## src/hw/rtl/stfp_pkg.sv

```systemverilog
// Package: shared constants and result record of the sync TLV frame parser.
`timescale 1ns / 1ps
package stfp_pkg;

  localparam int unsigned TYPE_BYTES   = 2;
  localparam int unsigned LENGTH_BYTES = 4;
  localparam int unsigned BYTE_BITS    = 8;

  typedef struct packed {
    logic [15:0]          frame_type;
    logic [31:0]          frame_length;
    logic [31:0]          byte_offset;
    logic [BYTE_BITS-1:0] payload_byte;
    logic                 has_byte;
    logic                 frame_end;
  } stfp_result_t;

endpackage

```

## src/hw/rtl/sync_tlv_frame_parser_unit.sv

```systemverilog
// Top level: sync-word TLV frame parser with output register and skid stage.
//
// Input channel: in_valid / in_stall with rx_byte, one stream byte per request.
// Output channel: out_valid / out_stall with the frame fields of a payload
// byte, or an empty-frame marker (has_byte low) for a zero-length frame.
// cfg_we / cfg_wdata write the 16-bit sync word; write it only while idle.
//
// One byte is taken every cycle while in_stall is low. A byte that yields a
// result passes to the output register, or to the skid stage when the
// receiver stalls. Header bytes (sync, type, length) give no result, except
// the last length byte of a zero-length frame. The rate rests on the core
// computing each next state combinationally: shift, one 32-bit increment and compare.
//
// When the receiver stalls, the output register holds its request and the
// next result is caught in the skid stage; in_stall is high while that stage
// is full, from the cycle after it fills until the cycle after the receiver
// takes the held request.
//
// Reset (rst, synchronous) clears the sync word to zero, returns the parser
// to hunting with an all-zero window, and empties both output stages.
`timescale 1ns / 1ps
module sync_tlv_frame_parser_unit (
  input  logic        clk,
  input  logic        rst,
  input  logic        cfg_we,
  input  logic [15:0] cfg_wdata,
  input  logic        in_valid,
  output logic        in_stall,
  input  logic [7:0]  rx_byte,
  output logic        out_valid,
  input  logic        out_stall,
  output logic [15:0] frame_type,
  output logic [31:0] frame_length,
  output logic [31:0] byte_offset,
  output logic [7:0]  payload_byte,
  output logic        has_byte,
  output logic        frame_end
);
  import stfp_pkg::*;

  logic         accept;
  logic         res_valid;
  stfp_result_t res;
  logic [15:0]  sync_pattern;
  stfp_result_t out_res;
  stfp_result_t skid_res;
  logic         skid_valid;
  logic         out_take;

  assign in_stall = skid_valid;
  assign accept   = in_valid && !skid_valid;
  assign out_take = out_valid && !out_stall;

  stfp_parse_core u_core (
    .clk          (clk),
    .rst          (rst),
    .accept       (accept),
    .rx_byte      (rx_byte),
    .sync_pattern (sync_pattern),
    .res_valid    (res_valid),
    .res          (res)
  );

  always_ff @(posedge clk) begin
    if (rst) begin
      sync_pattern <= '0;
    end else if (cfg_we) begin
      sync_pattern <= cfg_wdata;
    end
  end

  always_ff @(posedge clk) begin
    if (rst) begin
      out_valid  <= 1'b0;
      skid_valid <= 1'b0;
    end else begin
      if (skid_valid) begin
        // no new request while the skid stage is full
        if (out_take) begin
          out_res    <= skid_res;
          skid_valid <= 1'b0;
        end
      end else if (out_valid && out_stall) begin
        if (res_valid) begin
          skid_res   <= res;
          skid_valid <= 1'b1;
        end
      end else begin
        out_valid <= res_valid;
        if (res_valid) begin
          out_res <= res;
        end
      end
    end
  end

  assign frame_type   = out_res.frame_type;
  assign frame_length = out_res.frame_length;
  assign byte_offset  = out_res.byte_offset;
  assign payload_byte = out_res.payload_byte;
  assign has_byte     = out_res.has_byte;
  assign frame_end    = out_res.frame_end;

endmodule

```

## src/hw/rtl/stfp_parse_core.sv

```systemverilog
// Parser core: hunt / type / length / payload state and per-byte result.
`timescale 1ns / 1ps
module stfp_parse_core (
  input  logic                       clk,
  input  logic                       rst,
  input  logic                       accept,
  input  logic [7:0]                 rx_byte,
  input  logic [15:0]                sync_pattern,
  output logic                       res_valid,
  output stfp_pkg::stfp_result_t     res
);
  import stfp_pkg::*;

  typedef enum logic [1:0] {
    PH_HUNT    = 2'd0,
    PH_TYPE    = 2'd1,
    PH_LENGTH  = 2'd2,
    PH_PAYLOAD = 2'd3
  } phase_t;

  phase_t      phase, phase_next;
  logic [15:0] sync_window, sync_window_next;
  logic [31:0] field_count, field_count_next;
  logic [15:0] type_accum, type_accum_next;
  logic [31:0] length_accum, length_accum_next;
  logic [31:0] count_inc;
  logic [15:0] window_shift;
  logic [31:0] length_shift;

  assign count_inc    = field_count + 32'd1;
  assign window_shift = {sync_window[15-BYTE_BITS:0], rx_byte};
  assign length_shift = {length_accum[31-BYTE_BITS:0], rx_byte};

  always_comb begin
    phase_next        = phase;
    sync_window_next  = sync_window;
    field_count_next  = field_count;
    type_accum_next   = type_accum;
    length_accum_next = length_accum;
    res_valid         = 1'b0;
    res.frame_type    = type_accum;
    res.frame_length  = length_accum;
    res.byte_offset   = field_count;
    res.payload_byte  = rx_byte;
    res.has_byte      = 1'b1;
    res.frame_end     = 1'b0;
    unique case (phase)
      PH_HUNT: begin
        sync_window_next = window_shift;
        if (window_shift == sync_pattern) begin
          phase_next       = PH_TYPE;
          field_count_next = '0;
        end
      end
      PH_TYPE: begin
        type_accum_next  = {type_accum[15-BYTE_BITS:0], rx_byte};
        field_count_next = count_inc;
        if (count_inc == 32'(TYPE_BYTES)) begin
          phase_next       = PH_LENGTH;
          field_count_next = '0;
        end
      end
      PH_LENGTH: begin
        length_accum_next = length_shift;
        field_count_next  = count_inc;
        if (count_inc == 32'(LENGTH_BYTES)) begin
          field_count_next = '0;
          if (length_shift == '0) begin
            // empty frame: one marker result, no byte
            phase_next       = PH_HUNT;
            res_valid        = 1'b1;
            res.frame_length = length_shift;
            res.byte_offset  = '0;
            res.payload_byte = '0;
            res.has_byte     = 1'b0;
            res.frame_end    = 1'b1;
          end else begin
            phase_next = PH_PAYLOAD;
          end
        end
      end
      PH_PAYLOAD: begin
        res_valid        = 1'b1;
        field_count_next = count_inc;
        if (count_inc == length_accum) begin
          res.frame_end    = 1'b1;
          phase_next       = PH_HUNT;
          field_count_next = '0;
        end
      end
      default: begin
        phase_next = PH_HUNT;
      end
    endcase
    if (!accept) begin
      res_valid = 1'b0;
    end
  end

  always_ff @(posedge clk) begin
    if (rst) begin
      phase        <= PH_HUNT;
      sync_window  <= '0;
      field_count  <= '0;
      type_accum   <= '0;
      length_accum <= '0;
    end else if (accept) begin
      phase        <= phase_next;
      sync_window  <= sync_window_next;
      field_count  <= field_count_next;
      type_accum   <= type_accum_next;
      length_accum <= length_accum_next;
    end
  end

endmodule

```

## config.mk

```make
export PLATFORM = sky130hd
export DESIGN_NAME = sync_tlv_frame_parser_unit
export DESIGN_NICKNAME = d
export VERILOG_FILES = /design/src/hw/rtl/stfp_pkg.sv /design/src/hw/rtl/sync_tlv_frame_parser_unit.sv /design/src/hw/rtl/stfp_parse_core.sv
export SDC_FILE = /design/constraint.sdc
export NUM_CORES = 1
export LEC_CHECK = 0
export BUFFER_PORTS_ARGS = -buffer_cell sky130_fd_sc_hd__buf_4
export CELL_PAD_IN_SITES_DETAIL_PLACEMENT = 0
export CELL_PAD_IN_SITES_GLOBAL_PLACEMENT = 2
export CORE_AREA = 5 5 143 247
export CTS_CLUSTER_DIAMETER = 200
export DETAILED_ROUTE_END_ITERATION = 16
export DIE_AREA = 0 0 148 252
export GPL_TIMING_DRIVEN = 0
export PLACE_DENSITY = 0.84
export SETUP_SLACK_MARGIN = 0.15
export SLEW_MARGIN = 0
export SYNTH_ARGS = -nofsm -noshare
export SYNTH_HDL_FRONTEND = slang
export SYNTH_SLANG_ARGS = --single-unit
```

## constraint.sdc

```tcl
create_clock -name clk -period 25.1 [get_ports clk]
set_input_delay 3.765 -clock clk [delete_from_list [all_inputs] [get_ports clk]]
set_output_delay 3.765 -clock clk [all_outputs]
set_load 0.05 [all_outputs]
```

==> metrics.txt <==
DRT Pass-1 Iters 5; standard-cell row count 88; global placer's final weighted congestion between 0.9 and 1; HPWL reported at the end of detailed placement 33.35 mm; Placed Cells incl. Taps 1819; CTS Hold Buffers Added 0; Yosys reg bits ~290; cell with the most instances after synthesis edfxtp_1; Worst setup EP type flop; clk slew on worst S/H paths ~0.070 ns; Longest Clk Path Bufs 3; total CTS buffers 27; maximum VDD drop between 0.00004 and 0.00005 V; RSZ-0062 raised after global routing no; drt first-iter violations 614; Initial Util between 40% and 50%; Startpoint Class primary input; DIE AREA ~0.037 mm^2; vias in the first global route a little over 10000; RR Endpoint skid_res[22]; DR DRC count 0; FF-to-FF Start u_core.field_count[0]; Post-synth EDFFs 180; Post-DRT Antenna Nets 0; wire length per cell around 24 um; Peak Freq 141.3 MHz; Root Driver clkbuf_16; Ys Warns 0; post-synth top area share between 30 and 40%; Total Power 0.0009608 W; first-pass GRT wire length 65.78 mm; Final Skew 0.01415 ns; largest net degree at the start of global routing 20; height of the die around 250 um; top cells by count, synth 180 x edfxtp_1, 177 x nand2_1, 132 x clkbuf_1; Reg2Reg Depth 18; vias approximately 10000; routed wire length 44.33 mm; HP Class flop to flop; worst slew pin tran between 1 and 1.5 ns; Hold Violations, Final 0; crit path DAT 7.35 ns; Final nets roughly 1500; Post-synth ARST share 0%; grt total ovfl 0; TritonCTS clock tree built; max_slew headroom ~22%; PortBufs roughly 120; syn_nets about 1300; worst hold endpoint skid_res[84]; Skew-Pair Late Insertion Delay roughly 0.57 ns; setup violators final 0; Main synth FF type edfxtp_1; setup TNS 0 ns; Slew Limit Fails 0; fin cells 1869; Synth Instances around 1300; Synth-to-Final Area Change 18.62%; layout cells sized above 1 approximately 20%; Setup Fix Bufs, Post-CTS 0; status finished clean; Area contributors post-synth edfxtp_1 40%, dfxtp_1 16%, mux2_2 6.5%, nand2_1 4.9%, clkbuf_1 3.6%; Avg Synthesized Cell Area about 11 um^2; hold wc startpoint u_core.type_accum[10]; H-tree depth 1; Core ar. roughly 0.033 mm^2; die extent in x about 150 um; drt via density between 5 and 6; Clock Sinks between 200 and 300; mapped cell area 0.01360 mm^2; filler instances 3085; gr usage total between 20% and 30%; Critical Path Fanout Max 12; worst hold path cell count 0; initial antenna violation count 0; post-synthesis sequential area ratio 55.64%; Final min period 7.078 ns; max-cap violations 0; diode count 0; R2R Setup Slk around 19 ns; Pleak between 5 and 6 nW; Crit Path Class primary input to flop; leading area contributor after synthesis edfxtp_1; post_cts resized 0; post-synthesis cell type count 77; power density over the cells 59.56 mW/mm^2; # IOs about 120; Worst EP required 25.37 ns; Final period util approximately 28%
worst max path at each step:
stage	startpoint	endpoint	slack, ns	cells after the start
after floorplan	rx_byte[6]	byte_offset[0]	12.61	7
after global placement	rx_byte[7]	frame_length[30]	7.93	8
after detailed placement	rx_byte[7]	skid_res[59]	17.45	13
after CTS	rx_byte[6]	skid_res[27]	18.02	13
after global routing	rx_byte[2]	skid_res[28]	17.95	13
final	rx_byte[6]	skid_res[22]	18.02	13
sequential cells by signal (all words and copies together), names as in the netlist, 16 cells and up:
signal / cells
sync_pattern: 16
u_core.type_accum: 16
skid_res: 90
u_core.field_count: 32
u_core.length_accum: 32
frame_type: 16
byte_offset: 32
frame_length: 32
logic make-up (layout without fill, tap and decap cells):
group | Yosys count | after routing | share of synthesized area [%]
AND/OR/NAND/NOR | 426 | 426 | 15.99
flip-flops | 288 | 288 | 55.64
AO/OA/AOI/OAI | 225 | 225 | 10.52
buffers and inverters | 177 | 359 | 5.171
multiplexers | 96 | 96 | 7.793
XOR/XNOR | 68 | 68 | 4.701
adder cells (fa/ha/maj) | 2 | 2 | 0.1840
critical path, stage by stage:
cell and delay, ns:
buf_4 0.17, nor4_1 0.29, nand4_1 0.20, nor3_1 0.43
nand4_1 0.34, clkbuf_1 0.40, a21o_1 0.35, nor3_2 0.46
buf_6 0.24, buf_6 0.17, buf_6 0.15, buf_6 0.17
buf_6 0.18
power by group:
group | leakage [nW] | switching (W) | internal, W
logic | 2.71 | 0.0000120 | 0.00000816
registers | 2.47 | 0.00000163 | 0.000499
clock network | 0.449 | 0.000185 | 0.000255
stage by stage:
stage          setup slack (ns)  utilization [%]  instance area [um^2]  hold WS (ns)
2_1_floorplan             12.61                -                 13600        0.4261
3_3_place_gp              7.925            45.54                 14990        0.4400
3_5_place_dp              17.45            46.16                 15200        0.4391
4_1_cts                   18.02            49.00                 16130        0.4550
5_1_grt                   17.95            49.00                 16130        0.4627
6_report                  18.02            49.00                 16130        0.4524
layout by cell type (no fill, tap or decap), drive strengths merged, types with 4 or more instances in the layout:
cell and n:
nand3 32, nor3b 6, clkbuf 165, mux2 79
nand2 178, a21o 4, nor2 57, a311oi 6
nor4 26, mux2i 17, a211oi 12, clkinv 9
buf 158, o2111ai 4, bufinv 5, o31ai 7
xor2 12, inv 19, nor2b 7, o211ai 4
and3 12, xnor2 53, o32ai 4, edfxtp 180
or3 9, nor3 23, and4 10, or4 8
nand4 32, o2bb2ai 5, a21oi 91, dfxtp 108
o21ai 49, a311o 5, and2 12
layout make-up:
class,instances,area [um^2],area share (%)
Buffer,158,631.9,3.917
Clock buffer,33,718.2,4.452
Clock inverter,17,216.5,1.342
Inverter,19,71.32,0.4421
Multi-Input combinational cell,817,5358,33.21
Sequential cell,288,7567,46.91
Tap cell,405,506.7,3.141
Timing Repair Buffer,132,1062,6.585
metal layers:
metal / global-route usage (%) / part of all wire, % / wire (um) / vias up
met3: 2.390 / 3.3 / 1446 / 123
met2: 43.99 / 54 / 23760 / 285
li1: - / - / - / 4943
met5: 0 / 0 / 0 / -
met1: 25.30 / 37 / 16440 / 5031
met4: 12.50 / 6.1 / 2689 / 0
No activity file was read; power rests on OpenSTA's default activity.
